===== config.mk =====
export PLATFORM = sky130hd
export DESIGN_NAME = double_ended_queue
export DESIGN_NICKNAME = d
export VERILOG_FILES = /design/src/hdl/deq_pkg.sv /design/src/hdl/deq_ram.sv /design/src/hdl/double_ended_queue.sv
export SDC_FILE = /design/constraint.sdc
export NUM_CORES = 2
export LEC_CHECK = 0
export ABC_AREA = 1
export BUFFER_PORTS_ARGS = -buffer_cell sky130_fd_sc_hd__buf_2
export CAP_MARGIN = 10
export CORE_MARGIN = 4
export CORE_UTILIZATION = 43
export CTS_CLUSTER_SIZE = 28
export DETAILED_ROUTE_END_ITERATION = 8
export GPL_ROUTABILITY_DRIVEN = 0
export HOLD_SLACK_MARGIN = 0.02
export PLACE_DENSITY_LB_ADDON = 0.05
export SYNTH_ARGS = -nofsm -noshare
export SYNTH_HDL_FRONTEND = slang
export SYNTH_SLANG_ARGS = --single-unit
export TNS_END_PERCENT = 20

===== constraint.sdc =====
create_clock -name clk -period 4.8 [get_ports clk]
set_input_delay 0.72 -clock clk [delete_from_list [all_inputs] [get_ports clk]]
set_output_delay 0.72 -clock clk [all_outputs]
set_load 0.01 [all_outputs]

===== src/hdl/deq_pkg.sv =====
`default_nettype none

package deq_pkg;

	localparam int DEPTH = 64;
	localparam int AW    = $clog2(DEPTH);
	localparam int CW    = $clog2(DEPTH + 1);
	localparam int SW    = CW + 1;
	localparam int DW    = 32;

	typedef enum logic [2:0] {
		OP_PUSH_HEAD = 3'd0,
		OP_PUSH_TAIL = 3'd1,
		OP_POP_HEAD  = 3'd2,
		OP_POP_TAIL  = 3'd3,
		OP_DUMP      = 3'd4
	} op_t;

	typedef enum logic [2:0] {
		KIND_PUSHED     = 3'd0,
		KIND_POPPED     = 3'd1,
		KIND_POP_EMPTY  = 3'd2,
		KIND_PUSH_FULL  = 3'd3,
		KIND_LISTED     = 3'd4,
		KIND_LIST_EMPTY = 3'd5
	} kind_t;

	typedef struct packed {
		logic [2:0]           opcode;
		logic signed [DW-1:0] value;
	} cmd_t;

	typedef struct packed {
		kind_t                kind;
		logic signed [DW-1:0] data;
		logic                 last;
	} rsp_t;

	// base + off, folded back into the ring (sum stays below 2*DEPTH)
	function automatic logic [AW-1:0] ring_add(input logic [AW-1:0] base,
			input logic [CW-1:0] off);
		logic [SW-1:0] sum;
		sum = SW'(base) + SW'(off);
		if (sum >= SW'(DEPTH)) begin
			sum = sum - SW'(DEPTH);
		end
		return sum[AW-1:0];
	endfunction

endpackage

`default_nettype wire


===== src/hdl/deq_ram.sv =====
`default_nettype none

module deq_ram #(
	parameter int WIDTH = 32,
	parameter int DEPTH = 64
) (
	input  wire logic                     clk,
	input  wire logic                     we,
	input  wire logic [$clog2(DEPTH)-1:0] waddr,
	input  wire logic [WIDTH-1:0]         wdata,
	input  wire logic                     re,
	input  wire logic [$clog2(DEPTH)-1:0] raddr,
	output logic      [WIDTH-1:0]         rdata
);

	logic [WIDTH-1:0] mem [DEPTH];

	// one write port, one registered read port; rdata holds between reads
	always_ff @(posedge clk) begin
		if (we) begin
			mem[waddr] <= wdata;
		end
		if (re) begin
			rdata <= mem[raddr];
		end
	end

endmodule

`default_nettype wire


===== src/hdl/double_ended_queue.sv =====
// Response path: rsp_valid rises once an accepted command has passed stage 1 (with the RAM
// read) and then the output register; a dump's first entry comes later, as its reads start
// only after the dump command is taken.
// Throughput: one push or pop per cycle while cmd_stall is low, set by the single RAM port used per command.
// A dump streams one entry per unstalled cycle; cmd_stall stays up until its last read issues.
// Reset: head and count clear to zero, pipeline valids clear; RAM contents are not cleared.
`default_nettype none

module double_ended_queue import deq_pkg::*; (
	input  wire logic clk,
	input  wire logic arst_n,
	input  wire logic cmd_valid,
	output logic      cmd_stall,
	input  wire cmd_t cmd,
	output logic      rsp_valid,
	input  wire logic rsp_stall,
	output rsp_t      rsp
);

	typedef enum logic {S_IDLE, S_DUMP} state_t;

	state_t               state_q;
	logic [AW-1:0]        head_q;
	logic [CW-1:0]        count_q;
	logic [AW-1:0]        rd_ptr_q;
	logic [CW-1:0]        left_q;

	logic                 valid_s1;
	kind_t                kind_s1;
	logic                 last_s1;
	logic                 ram_s1;

	logic                 rsp_valid_q;
	rsp_t                 rsp_q;

	logic                 out_free;
	logic                 adv_s1;
	logic                 slot_free;
	logic                 accept;
	logic                 is_full;
	logic                 is_empty;
	logic                 push_ok;
	logic                 pop_ok;
	logic                 dump_issue;
	logic [AW-1:0]        head_dec;
	logic [AW-1:0]        tail_wr;
	logic [AW-1:0]        tail_rd;
	logic                 ram_we;
	logic [AW-1:0]        ram_waddr;
	logic                 ram_re;
	logic [AW-1:0]        ram_raddr;
	logic [DW-1:0]        ram_rdata;

	// handshake and stage movement
	assign out_free   = !rsp_valid_q || !rsp_stall;
	assign adv_s1     = valid_s1 && out_free;
	assign slot_free  = !valid_s1 || out_free;
	assign cmd_stall  = !((state_q == S_IDLE) && slot_free);
	assign accept     = cmd_valid && !cmd_stall;
	assign dump_issue = (state_q == S_DUMP) && slot_free;

	// ring addressing
	assign is_full  = (count_q == CW'(DEPTH));
	assign is_empty = (count_q == '0);
	assign head_dec = (head_q == '0) ? AW'(DEPTH - 1) : head_q - 1'b1;
	assign tail_wr  = ring_add(head_q, count_q);
	assign tail_rd  = ring_add(head_q, count_q - 1'b1);

	assign push_ok = accept && !is_full &&
		(cmd.opcode == OP_PUSH_HEAD || cmd.opcode == OP_PUSH_TAIL);
	assign pop_ok  = accept && !is_empty &&
		(cmd.opcode == OP_POP_HEAD || cmd.opcode == OP_POP_TAIL);

	// one access per cycle; a write always lands in the RAM before any read of that entry
	assign ram_we    = push_ok;
	assign ram_waddr = (cmd.opcode == OP_PUSH_HEAD) ? head_dec : tail_wr;
	assign ram_re    = pop_ok || dump_issue;
	assign ram_raddr = dump_issue ? rd_ptr_q :
		((cmd.opcode == OP_POP_HEAD) ? head_q : tail_rd);

	deq_ram #(
		.WIDTH (DW),
		.DEPTH (DEPTH)
	) u_ram (
		.clk   (clk),
		.we    (ram_we),
		.waddr (ram_waddr),
		.wdata (cmd.value),
		.re    (ram_re),
		.raddr (ram_raddr),
		.rdata (ram_rdata)
	);

	// control, stage 1 and output register
	always_ff @(posedge clk or negedge arst_n) begin
		if (!arst_n) begin
			state_q     <= S_IDLE;
			head_q      <= '0;
			count_q     <= '0;
			rd_ptr_q    <= '0;
			left_q      <= '0;
			valid_s1    <= 1'b0;
			rsp_valid_q <= 1'b0;
		end else begin
			if (out_free) begin
				rsp_valid_q <= valid_s1;
			end
			if (adv_s1) begin
				rsp_q.kind <= kind_s1;
				rsp_q.data <= ram_s1 ? ram_rdata : '0;
				rsp_q.last <= last_s1;
				valid_s1   <= 1'b0;
			end

			if (accept) begin
				case (cmd.opcode)
					OP_PUSH_HEAD, OP_PUSH_TAIL: begin
						valid_s1 <= 1'b1;
						last_s1  <= 1'b1;
						ram_s1   <= 1'b0;
						if (is_full) begin
							kind_s1 <= KIND_PUSH_FULL;
						end else begin
							kind_s1 <= KIND_PUSHED;
							count_q <= count_q + 1'b1;
							if (cmd.opcode == OP_PUSH_HEAD) begin
								head_q <= head_dec;
							end
						end
					end
					OP_POP_HEAD, OP_POP_TAIL: begin
						valid_s1 <= 1'b1;
						last_s1  <= 1'b1;
						if (is_empty) begin
							kind_s1 <= KIND_POP_EMPTY;
							ram_s1  <= 1'b0;
						end else begin
							kind_s1 <= KIND_POPPED;
							ram_s1  <= 1'b1;
							count_q <= count_q - 1'b1;
							if (cmd.opcode == OP_POP_HEAD) begin
								head_q <= ring_add(head_q, CW'(1));
							end
						end
					end
					OP_DUMP: begin
						if (is_empty) begin
							valid_s1 <= 1'b1;
							last_s1  <= 1'b1;
							ram_s1   <= 1'b0;
							kind_s1  <= KIND_LIST_EMPTY;
						end else begin
							state_q  <= S_DUMP;
							rd_ptr_q <= head_q;
							left_q   <= count_q;
						end
					end
					default: begin
						// unused opcode: consumed with no response
					end
				endcase
			end

			// dump walk: one read per free slot, head to tail
			if (dump_issue) begin
				valid_s1 <= 1'b1;
				kind_s1  <= KIND_LISTED;
				ram_s1   <= 1'b1;
				last_s1  <= (left_q == CW'(1));
				rd_ptr_q <= ring_add(rd_ptr_q, CW'(1));
				left_q   <= left_q - 1'b1;
				if (left_q == CW'(1)) begin
					state_q <= S_IDLE;
				end
			end
		end
	end

	assign rsp_valid = rsp_valid_q;
	assign rsp       = rsp_q;

endmodule

`default_nettype wire


After elaboration in Yosys (flattened, before gate mapping)
Memory sizes are Yosys's and may differ from the RTL's. A register that Yosys moved wholly into a read port is not among the register bits.
Cells that the tools add are included.
{ "totals": {"mem_count": 1, "input_bits": 39, "mem_bits_rw": 2048, "regBits": 70, "out_inout_bits": 38, "elab_cells": 126} }
{ "op_classes": {"bitwise": 1, "reduce_logical": 34, "eq_ne": 12, "addsub": 12, "n_lt_le_gt_ge": 4, "mux": 49} }
{ "mem_list": {"columns": ["name", "words", "word_bits", "rd", "rd_clocked_by_memory_dff", "write_ports", "line_no", "source"], "rows": [
  ["u_ram.mem", 64, 32, 1, 1, 1, "deq_ram.sv:16", "logic [WIDTH-1:0] mem [DEPTH];"]
]} }
{ "op_table": {"columns": ["cell", "n"], "rows": [
  ["$mux W6", 16],
  ["$mux W7", 6],
  ["$sub A6 B1 Y6 const B", 5],
  ["$mux W1", 17],
  ["$add A6 B7 Y8", 2],
  ["$ge A8 B7 Y1 const B", 2],
  ["$add A6 B1 Y7 const B", 2],
  ["$ge A7 B7 Y1 const B", 2],
  ["$pmux W7 S2", 1],
  ["$sub A7 B1 Y7 const B", 2],
  ["$pmux W6 S2", 1],
  ["$pmux W3 S3", 1],
  ["$logic_and A1 B1 Y1", 8],
  ["$ne A2 B2 Y1 const B", 4],
  ["$reduce_and A4 Y1", 2],
  ["$add A7 B1 Y7 const B", 1],
  ["$eq A7 B1 Y1 const B", 1],
  ["$eq A7 B7 Y1 const B", 1],
  ["$logic_not A7 Y1", 1],
  ["$eq A3 B2 Y1 const B", 2],
  ["$logic_not A1 Y1", 6],
  ["$logic_not A6 Y1", 1],
  ["$mux W3", 2],
  ["$reduce_and A6 Y1", 1],
  ["16 further kinds", 25]
]} }

Depth between registers and ports, before layout
{ "depth": {"ltp_word": 9, "mapped_depth": 18, "depth_no_buf": 17} }

Hierarchy
From an unflattened synthesis, not the netlist that was laid out.
{ "hier_totals": {"hier_cells": 7340, "hier_area_um2": 87565.2} }
{ "modules_own_cells": {"columns": ["mod", "seq_area_each_um2", "area_per_inst_um2", "n_inst", "cells_per_inst"], "rows": [
  ["deq_ram", 62459.9, 83058.4, 1, 6769],
  ["double_ended_queue", 1956.9, 4506.8, 1, 571]
]} }

Worst setup path before layout
Ideal clock, no wire load.
{ "synth_path": {"path_kind": "flip-flop to flip-flop", "from": "reg count_q[0]", "to": "reg u_ram.rdata[0] (read register of u_ram.mem), enable pin", "stages_incl_launch_ff": 10, "setup_slack_ns": 0.841, "setup_ns": 0.468, "required_ns": 4.332, "t_arrival_ns": 3.490, "path_buffers": 0, "synth_period_minus_slack_ns": 3.959, "cell_sequence": "dfrtp_1 -> inv_1 -> ha_1 -> nand3_1 -> nor3_1 -> inv_1 -> nor2_1 -> nor2_1 -> inv_1 -> o21ai_0"} }
{ "synth_via": {"word_cells_on_any_way": 12, "classes_between": "add/sub: 3; order compare: 1; mux: 3; reduce/logical: 5"} }
{ "synth_rtl": {"columns": ["item", "line_no", "source"], "rows": [
  ["start, declared", "double_ended_queue.sv:24", "logic [CW-1:0] count_q;"],
  ["start signal, assigned", "double_ended_queue.sv:125", "count_q <= count_q + 1'b1;"],
  ["start signal, assigned", "double_ended_queue.sv:140", "count_q <= count_q - 1'b1;"],
  ["$logic_not A7 Y1", "double_ended_queue.sv:64", "assign is_empty = (count_q == '0);"],
  ["$logic_not A1 Y1", "double_ended_queue.sv:71", "assign pop_ok = accept && !is_empty &&"],
  ["$logic_and A1 B1 Y1 (2 in a row)", "double_ended_queue.sv:71", null],
  ["$logic_or A1 B1 Y1", "double_ended_queue.sv:77", "assign ram_re = pop_ok || dump_issue;"],
  ["via ram_re", "double_ended_queue.sv:50", "logic ram_re;"],
  ["end, declared", "deq_ram.sv:13", "output logic [WIDTH-1:0] rdata"]
]} }
The timed path passes the listed nets, and every way through them passes these cells.
A chain may end at the register's enable or synchronous reset.

Worst setup path in the final report
{ "layout_path": {"from": "reg count_q[1]", "to": "reg u_ram.rdata[19] (read register of u_ram.mem), data pin"} }
{ "layout_via": {"elab_chain_cells": 6, "word_cells_on_any_way": 12, "classes_between": "add/sub: 3; order compare: 1; mux: 3; reduce/logical: 5"} }
{ "layout_rtl": {"columns": ["item", "line_no", "source"], "rows": [
  ["$sub A7 B1 Y7", "double_ended_queue.sv:67", "assign tail_rd = ring_add(head_q, count_q - 1'b1);"],
  ["$add A6 B7 Y8", "deq_pkg.sv:43", "sum = SW'(base) + SW'(off);"],
  ["$ge A8 B7 Y1 / $sub A6 B1 Y6 (equally long branches)", "deq_pkg.sv:44, deq_pkg.sv:45", null],
  ["$mux W6", "deq_pkg.sv:44", "if (sum >= SW'(DEPTH)) begin"],
  ["$mux W6", "double_ended_queue.sv:79", "((cmd.opcode == OP_POP_HEAD) ? head_q : tail_rd);"],
  ["$mux W6", "double_ended_queue.sv:78", "assign ram_raddr = dump_issue ? rd_ptr_q :"]
]} }
Several ways; a longest one is shown, not always the timed one.

==> results by group <==
Global route
  – Pin count of the biggest net entering global routing: 131
  – Gr usage total: roughly 25%
  – Vias in the first global route: around 60,000
  – Initial antenna violation count: 25
  – GR Overflow Total: 0
  – First-pass GRT wire length: between 400,000 and 500,000 um

Clock tree
  – Worst-skew pair later-pin latency: 0.88 ns
  – Max H-tree Level: 4
  – Post-CTS Setup Bufs: 0
  – Gates resized, CTS repair: 0
  – Clock Sink Count: about 2,200
  – CTS Buffer Depth: 3
  – CTS root buf: clkbuf_16
  – CTS tree: done
  – CTS buffer count: around 230
  – Worst-path clk slew: 0.06 ns

Setup path
  – CP max stage cell: buf_4
  – Worst path bufs/invs: 4
  – CP endpoint: u_ram.rdata[19]
  – Worst path cell trace: inv_1, ha_1, inv_1, fa_1, nand2_1, nand3_1, nand2_8, inv_8, buf_4, nand3_1, nand3_1, nand3_1, nand3_1, nand3_1, nand2_1
  – Reg-to-Reg End: u_ram.rdata[19]
  – Peak fanout along the critical path: 52
  – Max incr delay on CP: 0.64 ns
  – Worst R2R Start: count_q[1]
  – Setup CP Type: reg -> reg
  – Nature of the critical path endpoint: flip-flop
  – Crit-path most repeated cell: nand3_1
  – Startpoint types: flip-flop
  – CP required: between 5 and 6 ns
  – Crit. Startpoint: count_q[1]
  – R2r setup slk: between 0.5 and 0.6 ns
  – Arrival @ worst endpoint: about 5 ns
  – Stages on worst setup path: 15
  – Family with the most delay on the worst path: simple AND/OR/NAND/NOR gates
  – Worst-case reg-to-reg path depth: 15

Routing
  – Via count: ~64,000
  – Remaining DRCs: 0
  – Via-to-Cell Ratio: approximately 5.5
  – Drt first pass iters: 6
  – Initial DRC count: between 5,000 and 6,000
  – Antenna viol nets, final: 0
  – Detailed-route wire length: just under 300,000 um
  – Mean routed wirelength per cell: 25.2 um

Timing
  – Pins Over Slew Limit: 0
  – Fmax: 233 MHz
  – Final setup viols: 0
  – Fin crit share: roughly 89%
  – Min Tclk post-route: about 4.3 ns
  – Final Hold Viols: 0
  – RSZ-0062 raised after global routing: false
  – Rel. slew slack: 23.7%
  – Clock Skew: between 0.04 and 0.05 ns
  – Hold WS: 0.164 ns
  – Final Worst Setup Slack: around 0.52 ns
  – Worst-Margin Slew: between 1 and 1.5 ns
  – Total Neg Setup Slack: 0 ns

Layout
  – Multi-input gate area: approximately 24,000 um^2
  – Layout cells sized above 1: 9.24%
  – Area grow syn2layout: 14.2%
  – Reg area: about 64,000 um^2
  – Filler cells: 19,748
  – Final Instance Count excl. Fillers: around 12,000
  – Nets: 8,623

Yosys
  – Cells after synthesis: approximately 8,500
  – Yosys cell types: 39
  – Post-Syn Area per Cell: roughly 11 um^2
  – Synth async-reset ratio: between 1 and 1.5%
  – EDFF count, synth: roughly 2,100
  – Top FF cell, synth: edfxtp_1
  – Most instantiated library cell after synthesis: nand3_1
  – Synth top area cells: edfxtp_1 (67%), nand3_1 (12%), nand3b_1 (6.1%), nand2_1 (5.2%), inv_1 (4.9%)
  – Synthesis-stage register bit count: about 2,200
  – Synth top cells by count: nand3_1 (2,203), edfxtp_1 (2,121), nand2_1 (1,308)
  – Share of the synthesized area in the top cell type: between 60% and 70%
  – Cell taking the most area after synthesis: edfxtp_1
  – Yosys warnings: 0
  – Seq/Total Area, Yosys: 68.0%
  – Syn Nets: around 8,500
  – Post-synthesis cell area: between 90,000 and 100,000 um^2

Min path
  – Hold Startpoint: cmd[23]
  – Class of the worst hold path: in -> reg
  – Hold Path Cell Cnt: 1

Floorplan
  – Initial core utilization: a little over two fifths
  – Core ar.: approximately 220,000 um^2
  – DIE HEIGHT: roughly 480 um
  – Die area: 228,000 um^2
  – Die Wd: ~480 um
  – I/O pins: between 70 and 80
  – FP Rows: 172

Run status
  – Status: completed

Placement
  – Buffers on Ports: between 70 and 80
  – Dpl cells: between 10,000 and 15,000
  – Pre-CTS setup slack: 0.545 ns
  – Hpwl dp: approximately 170,000 um

Flow run
  – Max Cap Viol: 0
-- worst reg2reg max path, delay by kind of cell (launching register included) --
kind	cells	cell delay (ns)
AND/OR/NAND/NOR	9	1.73
flip-flops	1	0.50
adder cells (fa/ha/maj)	2	0.79
buffers and inverters	4	1.11
-- cell usage in the layout (no fill, tap or decap), types with 9 or more instances in the layout --
cell type and count:
dfrtp_1 29, buf_12 120, buf_4 233, diode_2 9, nor2_4 66, buf_2 54
clkinv_2 43, ha_1 18, clkbuf_1 51, bufinv_16 14, a21oi_1 18, clkinv_1 62
inv_1 1236, nand3b_1 766, clkbuf_16 236, xor2_1 14, edfxtp_1 2121, o21ai_0 28
nand2_1 1308, nand3_1 2202, nor2_1 45
-- final cells by class --
class / instances / share of cell area (%)
antenna: 9 / 0.0208
multi-input combinational: 4528 / 21.9
clock inverter: 138 / 1.10
timing repair buffer: 409 / 4.10
clock buffer: 290 / 5.67
sequential: 2150 / 59.5
inverter: 1241 / 4.32
tap: 2871 / 3.32
-- metrics by stage --
stage                     utilization (%)  cell area, um^2
final                                49.3           108000
after global routing                 49.3           108000
after CTS                            49.3           108000
after detailed placement             45.9           101000
after global placement               45.9           101000
after floorplan                         -            94700
-- worst min path at each step --
stage / slack, ns / end
3_5_place_dp: 0.43 / rsp[0]
6_report: 0.16 / u_ram.mem[9][23]
5_1_grt: 0.13 / u_ram.mem[52][28]
3_3_place_gp: 0.41 / rsp[0]
2_1_floorplan: 0.40 / rsp[0]
4_1_cts: 0.1 / rsp_valid
-- routing by layer --
layer,vias up,share of wire [%],GRT usage [%]
met3,383,5.3,3.14
met4,2,2.4,6.58
li1,29424,-,-
met1,32106,45,35.9
met2,1805,48,41.1
met5,-,0.0027,0
-- flip-flops by register name, summed over array words and instances (netlist names), 3 cells and up --
name,flops
count_q,7
head_q,6
kind_s1,3
left_q,7
rd_ptr_q,6
rsp,36
u_ram.mem,2048
u_ram.rdata,32
-- repair_timing --
item / CTS / global route
hold endpoints to repair: 32 / 0
hold buffers: 2 / 0
setup endpoints to repair: 0 / 0
-- cells by family after synthesis --
kind of cell    synth area share (%)
buf+inv                         7.57
flops                           68.0
fa+ha+maj                      0.280
simple gates                    23.5
xor+xnor                       0.176
compound gates                 0.503
Power is not shown: default switching activity piles up to over one toggle a cycle in this logic, so the estimate is an artifact.
